### src/hw/rtl/lbp_pkg.sv
`timescale 1ns / 1ps
// ----------------------------------------------------------------------------
// lbp_pkg
// Shared constants, types and register indexes for the 3x3 LBP pixel coder.
// ----------------------------------------------------------------------------
package lbp_pkg;

   localparam int MaxLinePixels = 2048;
   localparam int MaxLines      = 4096;
   localparam int MinFrameDim   = 3;

   localparam int PixelW  = 8;
   localparam int CodeW   = 8;
   localparam int ColW    = $clog2(MaxLinePixels);   // column counter, line store address
   localparam int RowW    = $clog2(MaxLines);        // row counter
   localparam int WidthW  = 12;                      // frame_width register
   localparam int HeightW = 13;                      // frame_height register
   localparam int CsrDataW = (WidthW > HeightW) ? WidthW : HeightW;

   localparam logic [WidthW-1:0]  WidthReset  = WidthW'(640);
   localparam logic [HeightW-1:0] HeightReset = HeightW'(480);

   typedef enum logic [0:0] {
      CSR_FRAME_WIDTH  = 1'b0,
      CSR_FRAME_HEIGHT = 1'b1
   } csr_index_type;

   // Position of one request within the frame, after frame_start is applied
   typedef struct packed {
      logic [ColW-1:0] col;
      logic [RowW-1:0] row;
      logic            emit;   // window complete, a code is produced
      logic            last;   // last interior centre of the frame
   } pos_type;

endpackage

### src/hw/rtl/lbp_win.sv
`timescale 1ns / 1ps
// ----------------------------------------------------------------------------
// lbp_win
// 3x2 window registers and the eight-neighbour compare into an LBP code.
// ----------------------------------------------------------------------------
module lbp_win (
   input  logic                         clock,
   input  logic                         reset,
   input  logic                         advance,
   input  logic [lbp_pkg::PixelW-1:0]   up,
   input  logic [lbp_pkg::PixelW-1:0]   mid,
   input  logic [lbp_pkg::PixelW-1:0]   pix,
   output logic [lbp_pkg::CodeW-1:0]    code
);
   import lbp_pkg::*;

   // [0] upper c-2, [1] upper c-1, [2] middle c-2, [3] centre,
   // [4] lower c-2, [5] lower c-1
   logic [PixelW-1:0] win_ff [6];
   logic [PixelW-1:0] centre;

   always_comb begin
      centre  = win_ff[3];
      code[0] = win_ff[0] >= centre;
      code[1] = win_ff[1] >= centre;
      code[2] = up        >= centre;
      code[3] = mid       >= centre;
      code[4] = pix       >= centre;
      code[5] = win_ff[5] >= centre;
      code[6] = win_ff[4] >= centre;
      code[7] = win_ff[2] >= centre;
   end

   always_ff @(posedge clock) begin
      if (reset) begin
         for (int i = 0; i < 6; i++) begin
            win_ff[i] <= '0;
         end
      end else if (advance) begin
         win_ff[0] <= win_ff[1];
         win_ff[1] <= up;
         win_ff[2] <= win_ff[3];
         win_ff[3] <= mid;
         win_ff[4] <= win_ff[5];
         win_ff[5] <= pix;
      end
   end

endmodule

### config.mk
export PLATFORM = sky130hd
export DESIGN_NAME = lbp_win
export DESIGN_NICKNAME = d
export VERILOG_FILES = /design/src/hw/rtl/lbp_pkg.sv /design/src/hw/rtl/lbp_win.sv
export SDC_FILE = /design/constraint.sdc
export NUM_CORES = 1
export LEC_CHECK = 0
export ABC_AREA = 1
export ABC_CLOCK_PERIOD_IN_PS = 3260
export BUFFER_PORTS_ARGS = -buffer_cell sky130_fd_sc_hd__buf_2
export CAP_MARGIN = 20
export CORE_ASPECT_RATIO = 1.25
export CORE_MARGIN = 1.5
export CORE_UTILIZATION = 25
export DETAILED_ROUTE_END_ITERATION = 8
export PLACE_DENSITY_LB_ADDON = 0.08
export REMOVE_ABC_BUFFERS = 1
export SETUP_SLACK_MARGIN = 0.15
export SLEW_MARGIN = 20
export SYNTH_ARGS = -nofsm -noshare
export SYNTH_HDL_FRONTEND = slang
export SYNTH_SLANG_ARGS = --single-unit
### constraint.sdc
create_clock -name clock -period 3.26 [get_ports clock]
set_input_delay 0.489 -clock clock [delete_from_list [all_inputs] [get_ports clock]]
set_output_delay 0.489 -clock clock [all_outputs]
set_load 0.02 [all_outputs]
==> flow_summary_export.csv <==
group,metric,value,unit
sta,slew_violations,0,
die,die_w,107,um
clock_network,cts_hold_buf,0,
sta,relSlewSlack,58.5,%
place,dp_hpwl,5.23,mm
cells_and_area,largest_register_ffs,48,
die,coreArea,13200,um^2
critical_path,worstReg2RegStart,"win_ff[0][29]$_SDFFCE_PN0P_",
grt,grt.total_usage,11.1,%
critical_path,cpMostUsedCell,"nand2_1",
sta,fmax,422,MHz
critical_path,crit_family,"buffers and inverters",
clock_network,clkSinkCount,48,
power_and_ir_drop,power,1.75,mW
synthesis,synth_top_area_share,42.9,%
die,start_util,25.5,%
critical_path,startpoint_type,"flop",
grt,grt_first_pass_wirelength,11.9,mm
synthesis,ys.flop_type,"edfxtp_1",
grt,grt-ovfl-total,0,
grt,grt_pass1_vias,2373,
sta,worst_slew_pin_slew,622,ps
cells_and_area,drive_gt1_share,13.6,%
grt,grt_max_degree,49,
drt,drt_iter0_markers,53,
clock_network,cts.reportedPaths.clkPinSlew,70,ps
sta,fin_skew,5.90,ps
synthesis,synth.area.top_cells,"edfxtp_1 43%, ha_1 24%, inv_1 9.3%",
drt,vias,2363,
cells_and_area,seqCellArea,1440,um^2
synthesis,ys_ff_latch,48,
synthesis,synth_edf_count,48,
worst_hold_path,hp-class,"input pin to flop",
grt,antenna_found_initial,0,
clock_network,cts_max_level,2,
worst_hold_path,min_from,"pix[0]",
cells_and_area,diodes,0,
drt,drc,0,
clock_network,cts_buffers,5,
clock_network,cts_tree,"built",
outcome,outcome,"complete, no violations",
critical_path,required,2770,ps
die,std_cell_rows,47,
critical_path,path_cells,"inv_1, ha_1, nand2_1, nand3_1, nand2_1, nand2_1, nand2_1, nand2_1, buf_2",
power_and_ir_drop,ir_drop,0.000203,V
place,place.gp.congestion,0.712,
critical_path,path_class,"flop to output pin",
clock_network,clock_latency,290,ps
drt,wire_per_inst,12.1,um
sta,period_minus_slack,2370,ps
die,die_area,14200,um^2
synthesis,syn-cell-area,3360,um^2
cells_and_area,fillers,1429,
sta,setup_viol,0,
die,num_io_pins,35,
cells_and_area,nets,508,
place,port_buffers,34,
drt,viasPerCell,4.01,
synthesis,ys_seq_area_share,42.9,%
clock_network,cts_resized,0,
critical_path,critPathMaxStageDelay,360,ps
cells_and_area,area_growth,15.7,%
drt,ant_nets,0,
power_and_ir_drop,p_leak,2.02,nW
critical_path,critPathMaxFanout,9,
synthesis,yosys-top-cells-count,"83 x inv_1, 78 x nand2_1, 64 x ha_1",
synthesis,yosys_warnings,0,
synthesis,async_flop_share,0,%
sta,rsz0062_at_grt,"no",
clock_network,cts.path.max_buffers,2,
clock_network,ctsRootBufferMaster,"clkbuf_16",
die,die_h,133,um
synthesis,synthDistinctLibCells,16,
cells_and_area,multi_input_area,1560,um^2
critical_path,cp_slowest_cell,"edfxtp_1",
critical_path,cp-end-kind,"output pin",
cells_and_area,top_register,"win_ff",
run,cap_viol_max_count,0,
drt,wl,7.11,mm
drt,dr.pass1.iters,4,
synthesis,syn_area_per_cell,8.89,um^2
synthesis,netlist_instances,378,
critical_path,r2r_slack,2210,ps
synthesis,yosysMostFrequentCell,"inv_1",
critical_path,worstPathArrival,1880,ps
power_and_ir_drop,p_per_area,450,nW/um^2
critical_path,startpoint,"win_ff[0][25]$_SDFFCE_PN0P_",
clock_network,cts_setup_buffers,0,
sta,hold_viol,0,
critical_path,path_buf_inv,2,
sta,fin_tns_setup,0,ps
synthesis,synth_top_area_cell,"edfxtp_1",
cells_and_area,reg.largest.list,"win_ff (48)",
sta,fin_crit_sh,72.6,%
==> cell type report <==
| type | instances | share of cell area (%) |
|---|---|---|
| well taps | 171 | 5.50 |
| clock buffers | 5 | 3.22 |
| repair buffers | 37 | 4.95 |
| multi-input cells | 242 | 40.2 |
| flip-flops and latches | 48 | 37.1 |
| inverters | 83 | 8.01 |
| clock inverters | 3 | 1.09 |
==> final timing paths <==
check	cells after the start	end
setup / recovery	9	code[3]
hold / removal	3	win_ff[0][40]$_SDFFCE_PN0P_
setup reg to reg	2	win_ff[0][21]$_SDFFCE_PN0P_
hold reg to reg	2	win_ff[0][32]$_SDFFCE_PN0P_
==> worst min-delay path, stage by stage <==
cell and delay (ps):
buf_2 70, inv_1 40, nor2_1 90
==> cells in the final DEF, fill, tap and decap left out, drive strengths merged <==
master and count:
o21a 7, nand4 1, or2 1, nand2 79, bufinv 1, nor2 65, nand3 8, a21oi 16
a21o 1, buf 37, clkinvlp 1, edfxtp 48, clkinv 1, clkbuf 5, ha 64, inv 83
==> metal layers <==
| metal | wire length, um | track usage, % | vias to the layer above |
|---|---|---|---|
| met4 | 104 | 3.63 | 0 |
| met3 | 163 | 2.27 | 5 |
| li1 | - | - | 1276 |
| met1 | 3060 | 13.0 | 1060 |
| met2 | 3790 | 19.9 | 22 |
| met5 | 0 | 0 | - |
==> through the flow <==
stage                     hold slack (ps)  area (um^2)  setup WS [ps]  utilization (%)  std cells
after global placement                545         3720           1160             28.2        581
after CTS                             500         3890            831             29.5        589
after detailed placement              561         3720           1170             28.2        581
final                                 507         3890            893             29.5        589
after floorplan                       534         3310           1520                -        373
after global routing                  501         3890            724             29.5        589
==> cells by family (layout without fill, tap and decap cells) <==
| group | Yosys count | count (layout) | synth area share (%) |
|---|---|---|---|
| AO/OA/AOI/OAI | 24 | 24 | 4.17 |
| buffers and inverters | 88 | 128 | 10.7 |
| adder cells (fa/ha/maj) | 64 | 64 | 23.8 |
| flip-flops | 48 | 48 | 42.9 |
| AND/OR/NAND/NOR | 154 | 154 | 18.5 |
==> power by group <==
part	switching (mW)	total, mW	internal, mW
Combinational	0.245	0.395	0.150
Clock	0.249	0.610	0.361
Sequential	0.0189	0.745	0.726
No activity file was read; power rests on OpenSTA's default activity.
