`src/hw/rtl/lbp_pkg.sv`:
```
`timescale 1ns / 1ps
// ----------------------------------------------------------------------------
// lbp_pkg
// Shared constants, types and register indexes for the 3x3 LBP pixel coder.
// ----------------------------------------------------------------------------
package lbp_pkg;

   localparam int MaxLinePixels = 2048;
   localparam int MaxLines      = 4096;
   localparam int MinFrameDim   = 3;

   localparam int PixelW  = 8;
   localparam int CodeW   = 8;
   localparam int ColW    = $clog2(MaxLinePixels);   // column counter, line store address
   localparam int RowW    = $clog2(MaxLines);        // row counter
   localparam int WidthW  = 12;                      // frame_width register
   localparam int HeightW = 13;                      // frame_height register
   localparam int CsrDataW = (WidthW > HeightW) ? WidthW : HeightW;

   localparam logic [WidthW-1:0]  WidthReset  = WidthW'(640);
   localparam logic [HeightW-1:0] HeightReset = HeightW'(480);

   typedef enum logic [0:0] {
      CSR_FRAME_WIDTH  = 1'b0,
      CSR_FRAME_HEIGHT = 1'b1
   } csr_index_type;

   // Position of one request within the frame, after frame_start is applied
   typedef struct packed {
      logic [ColW-1:0] col;
      logic [RowW-1:0] row;
      logic            emit;   // window complete, a code is produced
      logic            last;   // last interior centre of the frame
   } pos_type;

endpackage

```
`src/hw/rtl/lbp_pos.sv`:
```
`timescale 1ns / 1ps
// ----------------------------------------------------------------------------
// lbp_pos
// Raster position counters with size clamping and border detection.
// ----------------------------------------------------------------------------
module lbp_pos (
   input  logic                          clock,
   input  logic                          reset,
   input  logic                          accept,
   input  logic                          frame_start,
   input  logic [lbp_pkg::WidthW-1:0]    frame_width,
   input  logic [lbp_pkg::HeightW-1:0]   frame_height,
   output lbp_pkg::pos_type              pos,
   output logic [lbp_pkg::WidthW-1:0]    width_eff
);
   import lbp_pkg::*;

   logic [ColW-1:0]    col_ff, col_in;
   logic [RowW-1:0]    row_ff, row_in;
   logic [HeightW-1:0] height_eff;
   logic [ColW-1:0]    col_cur;
   logic [RowW-1:0]    row_cur;
   logic [ColW:0]      col_inc;
   logic [RowW:0]      row_inc;

   // clamp sizes to the supported range
   always_comb begin
      width_eff = frame_width;
      if (frame_width < WidthW'(MinFrameDim))   width_eff = WidthW'(MinFrameDim);
      if (frame_width > WidthW'(MaxLinePixels)) width_eff = WidthW'(MaxLinePixels);
      height_eff = frame_height;
      if (frame_height < HeightW'(MinFrameDim)) height_eff = HeightW'(MinFrameDim);
      if (frame_height > HeightW'(MaxLines))    height_eff = HeightW'(MaxLines);
   end

   always_comb begin
      col_cur  = frame_start ? '0 : col_ff;
      row_cur  = frame_start ? '0 : row_ff;
      col_inc  = {1'b0, col_cur} + 1'b1;
      row_inc  = {1'b0, row_cur} + 1'b1;

      pos.col  = col_cur;
      pos.row  = row_cur;
      pos.emit = (row_cur >= RowW'(2)) && (col_cur >= ColW'(2));
      pos.last = (HeightW'(row_inc) == height_eff) && (WidthW'(col_inc) == width_eff);

      col_in = col_cur;
      row_in = row_cur;
      if (accept) begin
         if (WidthW'(col_inc) >= width_eff) begin
            col_in = '0;
            row_in = (HeightW'(row_inc) >= height_eff) ? '0 : row_inc[RowW-1:0];
         end else begin
            col_in = col_inc[ColW-1:0];
         end
      end
   end

   always_ff @(posedge clock) begin
      if (reset) begin
         col_ff <= '0;
         row_ff <= '0;
      end else if (accept) begin
         col_ff <= col_in;
         row_ff <= row_in;
      end
   end

endmodule

```
`config.mk`:
```
export PLATFORM = sky130hd
export DESIGN_NAME = lbp_pos
export DESIGN_NICKNAME = d
export VERILOG_FILES = /design/src/hw/rtl/lbp_pkg.sv /design/src/hw/rtl/lbp_pos.sv
export SDC_FILE = /design/constraint.sdc
export NUM_CORES = 1
export LEC_CHECK = 0
export ABC_AREA = 1
export BUFFER_PORTS_ARGS = -buffer_cell sky130_fd_sc_hd__buf_2
export CORE_UTILIZATION = 50
export DETAILED_ROUTE_END_ITERATION = 10
export PLACE_DENSITY = 0.81
export SETUP_SLACK_MARGIN = 0.2
export SLEW_MARGIN = 25
export SYNTH_ARGS = -nofsm -noshare
export SYNTH_HDL_FRONTEND = slang
export SYNTH_SLANG_ARGS = --single-unit
```
`constraint.sdc`:
```
create_clock -name clock -period 4.6 [get_ports clock]
set_input_delay 0.92 -clock clock [delete_from_list [all_inputs] [get_ports clock]]
set_output_delay 0.92 -clock clock [all_outputs]
set_load 0.05 [all_outputs]
```
==> flow_summary.yaml <==
routing:
  routed_via_count: 2957
  ant_nets: 0
  via_per_inst: 5.116
  wirelength_um: 7299
  met2_length_um: 3352
  detailedRoute.firstPassIterationCount: 4
  drcViolationCount: 0
  detail_route.iter0.violations: 207
  routedLengthMet1_um: 3398
  routed_wire_length_per_instance_um: 12.63
  length_of_routed_met3_wiring_um: 485
  highest_signal_layer_in_the_routed_design: "met4"
timing:
  setup-tns-final_ns: 0
  unrepaired_setup_endpoints_after_global_routing: "no"
  finalCriticalPeriod_ns: 4.185
  worstMarginPinSlew_ns: 0.5223
  timing.final.setup_violations: 0
  finalClockSkew_ns: 0.01052
  drv_slew: 0
  period_utilization_post_route: 0.9097
  max_freq_mhz: 239.0
  number_of_hold_violations_in_the_final_report: 0
  whs_ns: 0.4661
  slew-limit-headroom: 0.6486
place:
  globalplace.congestion: 0.8976
  hpwlAfterDp_um: 5957
  dp_cells: 572
  buffer_ports.inserted: 65
run:
  maxCapViolations: 0
synthesis:
  asyncSetResetFlopFracSynth: 0
  ys_warn_count: 0
  yosys-top-cells-count: "113 x sky130_fd_sc_hd__nand2_1, 85 x sky130_fd_sc_hd__inv_1, 40 x sky130_fd_sc_hd__nor2_1"
  synth.most_common_cell: "sky130_fd_sc_hd__nand2_1"
  synth-seq-cells: 23
  syn_inst: 440
  synth_top_flop_cell: "sky130_fd_sc_hd__dfxtp_1"
  synth_fp_nets: 498
  post_synth_num_cell_types: 36
  ys_top_cells_by_area: "sky130_fd_sc_hd__dfxtp_1 17%, sky130_fd_sc_hd__nand2_1 15%, sky130_fd_sc_hd__ha_1 13%"
  post_synth_instance_area_mm2: 0.002754
  synth_edf_count: 0
  yosys.area.top_type: "sky130_fd_sc_hd__dfxtp_1"
  synth_seq_area_share: 0.1672
  synth.top_cell.area_share: 0.1672
  syn-mean-instance-area_um2: 6.259
grt:
  grt_overflow_total: 0
  number_of_antenna_violations_at_the_first_check_in_global_routing: 0
  vias_in_the_first_global_route: 2699
  grt_pass1_wl_um: 12500
  grt_use_total: 0.2610
  grt_start_max_net_pins: 21
worst_setup_path:
  critical_path.max_fanout: 8
  crit_path_end: "pos[0]"
  cp_data_required_time_ns: 3.68
  cp-startpoint: "frame_width[8]"
  setup.worst_path.class: "in -> out"
  crit_path_start_kind: "primary input"
  timing.reg2reg.setup_slack_ns: 1.50
  cp.arrival_ns: 3.26
  start_of_the_worst_register_to_register_path: "col_ff[0]$_SDFFE_PP0P_"
  reg2regPathDepth: 17
  timing.rr.end: "row_ff[7]$_SDFFE_PP0P_"
  end_kind: "output pin"
clock_network:
  numClockSinks: 23
  cts.hold.buffers_added: 0
  htree_num_levels: 1
  cts_tree: "built"
  cts.root.buffer_cell: "sky130_fd_sc_hd__clkbuf_8"
  cts.reportedPaths.clkPinSlew_ns: 0.08
  cts_buffers: 3
  ctsLongestPathBuffers: 2
  clock_latency_ns: 0.27
power:
  irDropWorstVdd_uv: 134.5
  p_leak_uw: 0.001796
  cellPowerDensity_mw_per_mm2: 145.8
worst_hold_path:
  worst_hold_path_type: "reg -> reg"
layout:
  diodes: 0
  final_layout_size_suffix_gt1_frac: 0.2618
  layout_filler_cell_count: 453
  layout_net_count: 567
  fin_cells: 578
  flow.area_growth_from_synthesis_pct: 23.76
die:
  dieArea_mm2: 0.005809
  initial_utilization: 0.5291
  die-height_um: 76.22
  design.core.area_mm2: 0.005205
  die_x_um: 76.22
  num_io_pins: 66
  row_count: 26
run_status:
  run_status: "finished, final reports clean"
-- registers in the layout, summed over array words and instances, names as in the netlist --
register  cells
col_ff       11
row_ff       12
-- critical path: stages --
cell and delay [ns]:
sky130_fd_sc_hd__buf_2 0.10, sky130_fd_sc_hd__inv_1 0.10, sky130_fd_sc_hd__nand4_1 0.18, sky130_fd_sc_hd__nor4_4 0.26
sky130_fd_sc_hd__a31oi_4 0.15, sky130_fd_sc_hd__buf_12 0.18, sky130_fd_sc_hd__nor2_4 0.08, sky130_fd_sc_hd__inv_1 0.05
sky130_fd_sc_hd__ha_1 0.29, sky130_fd_sc_hd__nand2_1 0.09, sky130_fd_sc_hd__nor2_1 0.14, sky130_fd_sc_hd__nand2_1 0.07
sky130_fd_sc_hd__nor2_1 0.14, sky130_fd_sc_hd__inv_1 0.10, sky130_fd_sc_hd__nor4_4 0.23, sky130_fd_sc_hd__buf_6 0.19
-- through the flow --
stage,area [um2],setup WS [ns],util,power (uW)
6_report,3408,0.4153,0.6548,497.1
5_1_grt,3408,0.1877,0.6548,525.2
2_1_floorplan,2927,0.1360,-,327.0
3_3_place_gp,3318,0.2340,0.6375,364.0
4_1_cts,3391,0.2512,0.6514,498.4
3_5_place_dp,3318,0.2012,0.6375,367.3
-- cell families (layout without fill, tap and decap cells) --
kind of cell,Yosys count,after routing,synth area share
xor+xnor,10,10,0.03998
flops,23,23,0.1672
compound gates,52,52,0.1018
fa+ha+maj,29,29,0.1318
buf+inv,101,169,0.1495
simple gates,225,225,0.4098
-- layer usage --
| layer | vias to the layer above | GRT usage |
|---|---|---|
| met2 | 82 | 0.4162 |
| li1 | 1531 | - |
| met5 | - | 0 |
| met4 | 0 | 0.04808 |
| met3 | 7 | 0.04192 |
| met1 | 1337 | 0.3709 |
-- power by group --
group | total, uW | internal [uW] | switching [uW]
Combinational | 162 | 49.5 | 113
Clock | 130 | 62.0 | 67.5
Sequential | 205 | 202 | 3.15
-- cells in the final DEF (no fill, tap or decap), drive strengths merged --
cell / instances
xnor2: 3
nand4: 13
xor2: 7
dfxtp: 23
nor2: 55
nor3: 9
nor4: 11
o21ai: 12
o2111ai: 1
buf: 74
a21o: 1
and2: 1
nand3: 16
a31oi: 1
nor3b: 1
a21oi: 35
o21bai: 2
clkbuf: 4
ha: 29
nand2: 119
inv: 91
-- area by class of cell --
| type | instances | area [um2] | share of cell area |
|---|---|---|---|
| sequential | 23 | 460.4 | 0.1351 |
| multi-input combinational | 316 | 2054 | 0.6028 |
| timing repair buffer | 74 | 414.1 | 0.1215 |
| tap | 70 | 87.58 | 0.02570 |
| clock buffer | 4 | 45.04 | 0.01322 |
| inverter | 91 | 346.6 | 0.1017 |
-- repair_timing --
item                                    in CTS  in global routing
buffers inserted                             2                  0
pin swaps                                    1                  0
gates resized for setup                      0                  6
endpoints found under the setup margin       1                  1
endpoints found under the hold margin        0                  0
-- worst min path at each step --
stage / from / to / slack (ns) / depth (start not counted)
detailed placement: row_ff[5]$_SDFFE_PP0P_ / row_ff[5]$_SDFFE_PP0P_ / 0.46 / 2
global route: row_ff[5]$_SDFFE_PP0P_ / row_ff[5]$_SDFFE_PP0P_ / 0.50 / 2
CTS: row_ff[5]$_SDFFE_PP0P_ / row_ff[5]$_SDFFE_PP0P_ / 0.47 / 2
floorplan: col_ff[6]$_SDFFE_PP0P_ / col_ff[6]$_SDFFE_PP0P_ / 0.44 / 2
finish: row_ff[5]$_SDFFE_PP0P_ / row_ff[5]$_SDFFE_PP0P_ / 0.47 / 2
global placement: row_ff[1]$_SDFFE_PP0P_ / row_ff[1]$_SDFFE_PP0P_ / 0.45 / 2
Power figures use the tool's default switching activity.
